## src/rtl/drml_pkg.sv

```systemverilog
// Package for the dirty rectangle merge list.
// Holds the beat payload types, register indexes, reset values and the sequencer states.
// Has no dependencies; the top level refers to it by scoped names.
`default_nettype none

package drml_pkg;

   // Edge width of a clamped rectangle; the screen size registers are this wide.
   localparam int COORD_BITS = 13;
   localparam int AREA_BITS  = 2 * COORD_BITS;
   localparam int CSR_BITS   = 25;
   localparam int CSR_IDX_BITS = 2;

   localparam logic [CSR_IDX_BITS-1:0] REG_SCREEN_WIDTH    = 2'd0;
   localparam logic [CSR_IDX_BITS-1:0] REG_SCREEN_HEIGHT   = 2'd1;
   localparam logic [CSR_IDX_BITS-1:0] REG_MERGE_THRESHOLD = 2'd2;

   localparam logic [COORD_BITS-1:0] RESET_WIDTH     = 13'd640;
   localparam logic [COORD_BITS-1:0] RESET_HEIGHT    = 13'd480;
   localparam logic [CSR_BITS-1:0]   RESET_THRESHOLD = 25'd8000;

   localparam logic OP_ADD   = 1'b0;
   localparam logic OP_FLUSH = 1'b1;

   typedef struct packed {
      logic              opcode;
      logic signed [15:0] rect_top;
      logic signed [15:0] rect_left;
      logic signed [15:0] rect_bottom;
      logic signed [15:0] rect_right;
   } req_type;

   typedef struct packed {
      logic [COORD_BITS-1:0] out_top;
      logic [COORD_BITS-1:0] out_left;
      logic [COORD_BITS-1:0] out_bottom;
      logic [COORD_BITS-1:0] out_right;
      logic                  list_empty;
      logic                  last_of_run;
   } rsp_type;

   typedef struct packed {
      logic [COORD_BITS-1:0] top;
      logic [COORD_BITS-1:0] left;
      logic [COORD_BITS-1:0] bottom;
      logic [COORD_BITS-1:0] right;
   } rect_type;

   typedef enum logic [3:0] {
      ST_IDLE,
      ST_NAREA,
      ST_UMUL,
      ST_AMUL,
      ST_CMP,
      ST_DECIDE,
      ST_MOVE,
      ST_FL_RD,
      ST_FL_OUT
   } state_type;

   // Clamps a signed edge to the range zero to hi.
   function automatic logic [COORD_BITS-1:0] clamp_edge(input logic signed [15:0] v,
                                                        input logic [COORD_BITS-1:0] hi);
      logic signed [16:0] vx;
      logic signed [16:0] hx;
      logic [COORD_BITS-1:0] res;
      vx = {v[15], v};
      hx = $signed({{(17 - COORD_BITS){1'b0}}, hi});
      if (vx < 17'sd0) begin
         res = '0;
      end else if (vx > hx) begin
         res = hi;
      end else begin
         res = vx[COORD_BITS-1:0];
      end
      return res;
   endfunction

   function automatic logic [COORD_BITS-1:0] min_edge(input logic [COORD_BITS-1:0] a,
                                                      input logic [COORD_BITS-1:0] b);
      return (a < b) ? a : b;
   endfunction

   function automatic logic [COORD_BITS-1:0] max_edge(input logic [COORD_BITS-1:0] a,
                                                      input logic [COORD_BITS-1:0] b);
      return (a > b) ? a : b;
   endfunction

endpackage

`default_nettype wire

```

## src/rtl/dirty_rect_merge_list.sv

```systemverilog
// Dirty rectangle merge list: clamps, merges and stores dirty rectangles, emits them on flush.
// Depends on drml_pkg for payload types, register indexes and the sequencer states.
//
// Usage: a req beat carries either an add (opcode 0) with a signed rectangle, or a flush
// (opcode 1). An add produces no rsp beat. A flush produces one rsp beat per stored
// rectangle in list order, with last_of_run on the final one, and empties the list; on an
// empty list it produces a single beat with list_empty and last_of_run set and zero edges.
// The csr port writes screen_width, screen_height and merge_threshold with no wait; write
// it only while the block is idle. The block takes one req beat at a time (req_ready is
// high only in the idle state).
// An add computes the new area, then scans each entry with the shared multiplier
// loop (union area, entry area, compare), stopping early on an overlap; each merge that
// grows an entry removes it, moves the last entry into its slot and rescans the list.
// A flush does one memory read and one output load per entry, and waits while the
// receiver holds rsp_ready low.
// The output register lets the next req beat be taken while the last rsp beat waits.
// Reset clears the list count, the output valid and restores the register defaults;
// no clearing pass over the rectangle store is needed.
`default_nettype none

module dirty_rect_merge_list #(
   parameter int MAX_RECTS = 16
) (
   input  wire                               clock,
   input  wire                               reset,
   input  wire                               req_valid,
   output logic                              req_ready,
   input  drml_pkg::req_type                 req_data,
   output logic                              rsp_valid,
   input  wire                               rsp_ready,
   output drml_pkg::rsp_type                 rsp_data,
   input  wire                               csr_we,
   input  wire [drml_pkg::CSR_IDX_BITS-1:0]  csr_index,
   input  wire [drml_pkg::CSR_BITS-1:0]      csr_wdata
);

   localparam int IW = $clog2(MAX_RECTS);
   localparam int CW = $clog2(MAX_RECTS + 1);
   localparam int CB = drml_pkg::COORD_BITS;
   localparam int AW = drml_pkg::AREA_BITS;

   drml_pkg::state_type state_ff, state_in;
   logic [CW-1:0] count_ff, count_in;
   logic [IW-1:0] idx_ff, idx_in;
   logic [IW-1:0] best_idx_ff, best_idx_in;
   logic          best_vld_ff, best_vld_in;
   logic [AW-1:0] best_add_ff, best_add_in;
   drml_pkg::rect_type best_rect_ff, best_rect_in;
   drml_pkg::rect_type n_ff, n_in;
   drml_pkg::rect_type rd_ff;
   logic [AW-1:0] ba_ff, ba_in;
   logic [AW-1:0] u_ff, u_in;
   logic [AW-1:0] ea_ff, ea_in;
   logic [CB-1:0] width_ff, width_in;
   logic [CB-1:0] height_ff, height_in;
   logic [drml_pkg::CSR_BITS-1:0] thr_ff, thr_in;
   logic          rsp_valid_ff, rsp_valid_in;
   drml_pkg::rsp_type rsp_data_ff, rsp_data_in;

   drml_pkg::rect_type mem [MAX_RECTS];
   logic          mem_we;
   logic [IW-1:0] mem_waddr;
   drml_pkg::rect_type mem_wdata;
   logic          mem_re;
   logic [IW-1:0] mem_raddr;

   logic [CB-1:0] mul_a, mul_b;
   logic [AW-1:0] mul_p;

   drml_pkg::rect_type clamped, uni, merged;
   logic          clamp_empty, overlap, grows, slot_free, merge_ok, is_last;
   logic signed [AW+1:0] diff;
   logic [AW-1:0] add_area;
   logic [CW-1:0] count_m1;

   // The one shared multiplier; the sequencer picks its operands.
   assign mul_p = mul_a * mul_b;

   assign req_ready = (state_ff == drml_pkg::ST_IDLE) && !reset;
   assign rsp_valid = rsp_valid_ff;
   assign rsp_data  = rsp_data_ff;
   assign slot_free = !rsp_valid_ff || rsp_ready;
   assign count_m1  = count_ff - CW'(1);

   always_comb begin
      clamped.top    = drml_pkg::clamp_edge(req_data.rect_top, height_ff);
      clamped.left   = drml_pkg::clamp_edge(req_data.rect_left, width_ff);
      clamped.bottom = drml_pkg::clamp_edge(req_data.rect_bottom, height_ff);
      clamped.right  = drml_pkg::clamp_edge(req_data.rect_right, width_ff);
      clamp_empty = (clamped.bottom <= clamped.top) || (clamped.right <= clamped.left);

      overlap = (n_ff.top < rd_ff.bottom) && (rd_ff.top < n_ff.bottom) &&
                (n_ff.left < rd_ff.right) && (rd_ff.left < n_ff.right);
      uni.top    = drml_pkg::min_edge(n_ff.top, rd_ff.top);
      uni.left   = drml_pkg::min_edge(n_ff.left, rd_ff.left);
      uni.bottom = drml_pkg::max_edge(n_ff.bottom, rd_ff.bottom);
      uni.right  = drml_pkg::max_edge(n_ff.right, rd_ff.right);

      diff = $signed({2'b00, u_ff}) - $signed({2'b00, ea_ff}) - $signed({2'b00, ba_ff});
      add_area = diff[AW+1] ? '0 : diff[AW-1:0];

      merged.top    = drml_pkg::min_edge(n_ff.top, best_rect_ff.top);
      merged.left   = drml_pkg::min_edge(n_ff.left, best_rect_ff.left);
      merged.bottom = drml_pkg::max_edge(n_ff.bottom, best_rect_ff.bottom);
      merged.right  = drml_pkg::max_edge(n_ff.right, best_rect_ff.right);
      grows = (n_ff.top < best_rect_ff.top) || (n_ff.left < best_rect_ff.left) ||
              (n_ff.bottom > best_rect_ff.bottom) || (n_ff.right > best_rect_ff.right);

      merge_ok = (count_ff != '0) &&
                 ((best_vld_ff && ({1'b0, thr_ff} >= best_add_ff)) ||
                  (count_ff == CW'(MAX_RECTS)));
      is_last = (idx_ff == count_m1[IW-1:0]);
   end

   always_comb begin
      state_in     = state_ff;
      count_in     = count_ff;
      idx_in       = idx_ff;
      best_idx_in  = best_idx_ff;
      best_vld_in  = best_vld_ff;
      best_add_in  = best_add_ff;
      best_rect_in = best_rect_ff;
      n_in         = n_ff;
      ba_in        = ba_ff;
      u_in         = u_ff;
      ea_in        = ea_ff;
      rsp_valid_in = rsp_ready ? 1'b0 : rsp_valid_ff;
      rsp_data_in  = rsp_data_ff;
      mem_we       = 1'b0;
      mem_waddr    = count_ff[IW-1:0];
      mem_wdata    = n_ff;
      mem_re       = 1'b0;
      mem_raddr    = count_m1[IW-1:0];
      mul_a        = n_ff.right - n_ff.left;
      mul_b        = n_ff.bottom - n_ff.top;

      width_in  = (csr_we && csr_index == drml_pkg::REG_SCREEN_WIDTH) ?
                  csr_wdata[CB-1:0] : width_ff;
      height_in = (csr_we && csr_index == drml_pkg::REG_SCREEN_HEIGHT) ?
                  csr_wdata[CB-1:0] : height_ff;
      thr_in    = (csr_we && csr_index == drml_pkg::REG_MERGE_THRESHOLD) ?
                  csr_wdata : thr_ff;

      case (state_ff)
         drml_pkg::ST_IDLE: begin
            if (req_valid) begin
               if (req_data.opcode == drml_pkg::OP_FLUSH) begin
                  idx_in   = '0;
                  state_in = drml_pkg::ST_FL_RD;
               end else if (!clamp_empty) begin
                  n_in     = clamped;
                  state_in = drml_pkg::ST_NAREA;
               end
            end
         end
         drml_pkg::ST_NAREA: begin
            // Area of the new rectangle, then start the scan at the highest index.
            ba_in       = mul_p;
            best_vld_in = 1'b0;
            if (count_ff == '0) begin
               state_in = drml_pkg::ST_DECIDE;
            end else begin
               mem_re   = 1'b1;
               idx_in   = count_m1[IW-1:0];
               state_in = drml_pkg::ST_UMUL;
            end
         end
         drml_pkg::ST_UMUL: begin
            mul_a = uni.right - uni.left;
            mul_b = uni.bottom - uni.top;
            if (overlap) begin
               best_idx_in  = idx_ff;
               best_rect_in = rd_ff;
               best_add_in  = '0;
               best_vld_in  = 1'b1;
               state_in     = drml_pkg::ST_DECIDE;
            end else begin
               u_in     = mul_p;
               state_in = drml_pkg::ST_AMUL;
            end
         end
         drml_pkg::ST_AMUL: begin
            mul_a    = rd_ff.right - rd_ff.left;
            mul_b    = rd_ff.bottom - rd_ff.top;
            ea_in    = mul_p;
            state_in = drml_pkg::ST_CMP;
         end
         drml_pkg::ST_CMP: begin
            // Strict compare keeps the higher index on a tie.
            if (!best_vld_ff || (add_area < best_add_ff)) begin
               best_idx_in  = idx_ff;
               best_rect_in = rd_ff;
               best_add_in  = add_area;
               best_vld_in  = 1'b1;
            end
            if (idx_ff == '0) begin
               state_in = drml_pkg::ST_DECIDE;
            end else begin
               idx_in    = idx_ff - IW'(1);
               mem_re    = 1'b1;
               mem_raddr = idx_ff - IW'(1);
               state_in  = drml_pkg::ST_UMUL;
            end
         end
         drml_pkg::ST_DECIDE: begin
            if (!merge_ok) begin
               mem_we   = 1'b1;
               count_in = count_ff + CW'(1);
               state_in = drml_pkg::ST_IDLE;
            end else if (count_ff == CW'(1)) begin
               mem_we    = 1'b1;
               mem_waddr = '0;
               mem_wdata = merged;
               state_in  = drml_pkg::ST_IDLE;
            end else if (!grows) begin
               state_in = drml_pkg::ST_IDLE;
            end else begin
               // The chosen entry is taken out (the last entry moves into its slot) and
               // the union goes round the scan again.
               n_in     = merged;
               mem_re   = 1'b1;
               state_in = drml_pkg::ST_MOVE;
            end
         end
         drml_pkg::ST_MOVE: begin
            mem_we    = 1'b1;
            mem_waddr = best_idx_ff;
            mem_wdata = rd_ff;
            count_in  = count_m1;
            state_in  = drml_pkg::ST_NAREA;
         end
         drml_pkg::ST_FL_RD: begin
            if (count_ff == '0) begin
               if (slot_free) begin
                  rsp_valid_in = 1'b1;
                  rsp_data_in  = '{out_top: '0, out_left: '0, out_bottom: '0,
                                   out_right: '0, list_empty: 1'b1, last_of_run: 1'b1};
                  state_in     = drml_pkg::ST_IDLE;
               end
            end else begin
               mem_re    = 1'b1;
               mem_raddr = idx_ff;
               state_in  = drml_pkg::ST_FL_OUT;
            end
         end
         drml_pkg::ST_FL_OUT: begin
            if (slot_free) begin
               rsp_valid_in = 1'b1;
               rsp_data_in  = '{out_top: rd_ff.top, out_left: rd_ff.left,
                                out_bottom: rd_ff.bottom, out_right: rd_ff.right,
                                list_empty: 1'b0, last_of_run: is_last};
               if (is_last) begin
                  count_in = '0;
                  state_in = drml_pkg::ST_IDLE;
               end else begin
                  idx_in   = idx_ff + IW'(1);
                  state_in = drml_pkg::ST_FL_RD;
               end
            end
         end
         default: begin
            state_in = drml_pkg::ST_IDLE;
         end
      endcase
   end

   always_ff @(posedge clock) begin
      if (reset) begin
         state_ff     <= drml_pkg::ST_IDLE;
         count_ff     <= '0;
         rsp_valid_ff <= 1'b0;
         width_ff     <= drml_pkg::RESET_WIDTH;
         height_ff    <= drml_pkg::RESET_HEIGHT;
         thr_ff       <= drml_pkg::RESET_THRESHOLD;
      end else begin
         state_ff     <= state_in;
         count_ff     <= count_in;
         rsp_valid_ff <= rsp_valid_in;
         width_ff     <= width_in;
         height_ff    <= height_in;
         thr_ff       <= thr_in;
      end
   end

   always_ff @(posedge clock) begin
      idx_ff       <= idx_in;
      best_idx_ff  <= best_idx_in;
      best_vld_ff  <= best_vld_in;
      best_add_ff  <= best_add_in;
      best_rect_ff <= best_rect_in;
      n_ff         <= n_in;
      ba_ff        <= ba_in;
      u_ff         <= u_in;
      ea_ff        <= ea_in;
      rsp_data_ff  <= rsp_data_in;
   end

   // Rectangle store: one write port, one registered read port.
   always_ff @(posedge clock) begin
      if (mem_we) begin
         mem[mem_waddr] <= mem_wdata;
      end
      if (mem_re) begin
         rd_ff <= mem[mem_raddr];
      end
   end

endmodule

`default_nettype wire

```

## config.mk

```make
export PLATFORM = sky130hd
export DESIGN_NAME = dirty_rect_merge_list
export DESIGN_NICKNAME = d
export VERILOG_FILES = /design/src/rtl/drml_pkg.sv /design/src/rtl/dirty_rect_merge_list.sv
export SDC_FILE = /design/constraint.sdc
export NUM_CORES = 2
export LEC_CHECK = 0
export BUFFER_PORTS_ARGS = -buffer_cell sky130_fd_sc_hd__buf_4
export CAP_MARGIN = 20
export CORE_MARGIN = 2
export CORE_UTILIZATION = 40
export DETAILED_ROUTE_END_ITERATION = 10
export HOLD_SLACK_MARGIN = 0.15
export PLACE_DENSITY = 0.59
export SLEW_MARGIN = 25
export SYNTH_ARGS = -nofsm -noshare
export SYNTH_HDL_FRONTEND = slang
export SYNTH_SLANG_ARGS = --single-unit
```

## constraint.sdc

```tcl
create_clock -name clock -period 8.8 [get_ports clock]
set_input_delay 0.44 -clock clock [delete_from_list [all_inputs] [get_ports clock]]
set_output_delay 0.44 -clock clock [all_outputs]
set_load 0.03 [all_outputs]
```

==> impl_metrics.py <==
metrics = {
    "run": {
        "drv_cap": 0,
    },
    "detailed_routing": {
        "routed.top_layer": "met5",
        "first_iter_violations": 5288,
        "dr_wl_met2_mm": 106,
        "wl_met1_mm": 93.1,
        "drc": 0,
        "drt-vias-per-instance": 5.59,
        "vias": 51300,
        "routed_wl_mm": 223,
        "firstDrtPassIters": 7,
        "wl_met3_mm": 13.7,
        "antenna_left": 0,
        "wl_per_cell_um": 24.3,
    },
    "clock_network": {
        "cts_htree_levels": 4,
        "clk_path_buf_depth": 3,
        "insertion_delay_ps": 810,
        "cts_root_buf": "clkbuf_16",
        "cts_tree": "yes",
        "numCtsBuffers": 135,
        "cts.sink_count": 1216,
        "cts.reportedPaths.clkPinSlew_ps": 70,
    },
    "setup_path": {
        "start_kind": "flip-flop",
        "crit_arrival_ps": 9400,
        "crit_path_max_incr_delay_ps": 540,
        "critPathTopFamily": "adder cells",
        "critPathBufInv": 6,
        "worstSetupPathType": "flip-flop to flip-flop",
        "end_kind": "flip-flop",
        "crit_required_ps": 9390,
        "cpMostUsedCell": "fa_1",
        "slowest_stage": "fa_1",
        "critPathMaxFanout": 8,
    },
    "cells_and_area": {
        "multi_input_area_mm2": 0.0294,
        "drive_gt1_share_pct": 14.0,
        "nets": 7565,
        "area_growth_pct": 17.4,
        "fillers": 15200,
        "final_cell_mix": "1309 x nand2_1, 1155 x edfxtp_1, 573 x buf_4",
        "final_common_cell": "nand2_1",
        "final_area_mm2": 0.0795,
        "seqCellArea_mm2": 0.0359,
    },
    "yosys": {
        "syn_area_mm2": 0.0677,
        "async_flop_share_pct": 0,
        "ys_ff_latch": 1216,
        "synth_flop_cell": "edfxtp_1",
        "synth_warnings": 0,
        "ys_types": 94,
        "syn-num-nets": 7065,
        "synth-seq-area-share_pct": 53.0,
        "avgSynthCellArea_um2": 10.6,
        "syn_inst": 6363,
        "synth_edf_count": 1155,
    },
    "sta": {
        "post-route-period-util_pct": 100,
        "skew_ps": 48.2,
        "slew_violations": 0,
        "fmax_mhz": 114,
        "slew_headroom_pct": 26.4,
        "hold_viol": 0,
        "worst_slack_ps": -6.65,
        "fin_crit_ps": 8810,
        "tightestPinTransition_ps": 1100,
        "setup_viol": 3,
        "fin_setup_tns_ps": -19.9,
        "rsz0062_at_grt": "true",
    },
    "status": {
        "status": "finished with violations",
        "violations": "negative setup slack",
    },
    "global_route": {
        "antenna_found_initial": 9,
        "grt_max_degree": 149,
        "grt_overflow": 0,
        "grt.total_usage_pct": 25.3,
        "grt_pass1_vias": 49900,
        "grt_pass1_wl_mm": 327,
    },
    "floorplanning": {
        "rows": 150,
        "die_w_um": 415,
        "boundaryPins": 153,
        "fp.dieArea_mm2": 0.173,
        "floorplan.initialDensity_pct": 40.4,
        "die_y_um": 415,
        "core_mm2": 0.168,
    },
    "placed_design": {
        "placed_area_mm2": 0.0737,
        "post-dp-hpwl_mm": 154,
        "gp_congestion": 0.967,
        "dpl_worst_slack_ps": -308,
        "portBuffers": 152,
    },
    "hold_path": {
        "hold_path_class": "input pin to flip-flop",
    },
}
==> cell families after synthesis <==
| logic type | synth area share, % |
|---|---|
| AOI/OAI and AO/OA | 11.1 |
| buffers and inverters | 4.74 |
| DFF | 53.0 |
| and+or+nand+nor | 15.6 |
| xor gates and xnor gates | 1.44 |
| muxes | 1.48 |
| adders and majority gates | 12.6 |
==> Yosys cell counts (13+ instances only) <==
library cell  number  share of area, %
buf_1             13             0.072
o21ai_0          231               1.7
nand3_1          381               2.8
o21a_1            62              0.69
or3_1             16              0.15
nor2b_1           67              0.62
o211ai_1         145               1.6
xnor2_1           70              0.91
nand2_1         1312               7.3
dfxtp_1           61               1.8
a21oi_1          235               1.7
mux2i_1           87               1.3
a222oi_1          27              0.40
and3_1            24              0.22
o31ai_1           39              0.43
nor3_1            52              0.38
nand2b_1          29              0.27
a211oi_1          42              0.47
edfxtp_1        1155                51
and2_1            51              0.47
a21o_1            71              0.79
o21bai_1          13              0.14
buf_2             87              0.64
nand4_1           84              0.78
fa_1             129               3.8
xor2_1            39              0.50
clkbuf_1         167              0.93
ha_1             476               8.8
inv_1            513               2.8
nor4_1            18              0.17
a31oi_1           71              0.66
nor2_1           317               1.8
a22oi_1           33              0.37
==> through the flow <==
| stage | util (%) | cells | hold WS, ps |
|---|---|---|---|
| 2_1_floorplan | - | 6363 | 421 |
| 3_3_place_gp | 44.0 | 8842 | 448 |
| 3_5_place_dp | 44.0 | 8842 | 451 |
| 4_1_cts | 47.0 | 9140 | 157 |
| 5_1_grt | 47.4 | 9173 | 188 |
| 6_report | 47.4 | 9178 | 216 |
==> tightest hold or removal path: stages <==
cell	delay [ps]
buf_4	100
mux2i_1	130
o31ai_1	210
==> sequential cells by signal, summed over array words and instances, names as in the netlist, 4 cells and up <==
register      flops
width_ff         13
best_add_ff      26
rsp_data         54
idx_ff            4
mem             832
height_ff        13
best_idx_ff       4
state_ff          4
count_ff          5
best_rect_ff     52
rd_ff            52
n_ff             52
ea_ff            26
ba_ff            26
u_ff             26
thr_ff           25
==> routing by layer <==
metal / global-route usage, % / vias up
li1: - / 23800
met4: 10.5 / 4
met1: 33.6 / 25400
met3: 3.12 / 356
met2: 41.9 / 1751
met5: 0 / -
==> area by class of cell <==
class	count	area share, %
clock buffer	178	4.51
antenna	6	0.0189
tap	2204	3.47
sequential	1216	45.2
timing repair buffer	647	6.44
multi-input combinational	4350	37.0
inverter	513	2.42
clock inverter	64	0.933
==> worst paths after layout <==
path                                  end  depth (start not counted)  slack (ps)          from
worst max-delay path             u_ff[24]                         34          -7       n_ff[9]
worst min-delay path             n_ff[39]                          3         220  req_data[48]
worst max register to register   u_ff[24]                         34          -7       n_ff[9]
worst min register to register  thr_ff[0]                          2         460     thr_ff[0]
==> repair_timing <==
item,in CTS,in global routing
gates resized for setup,29,125
hold buffers,50,0
setup buffers,6,29
endpoints found under the hold margin,56,0
gates cloned,0,1
pin swaps,10,100
endpoints found under the setup margin,18,36
Power is not shown: default switching activity piles up to over one toggle a cycle in this logic, so the estimate is an artifact.
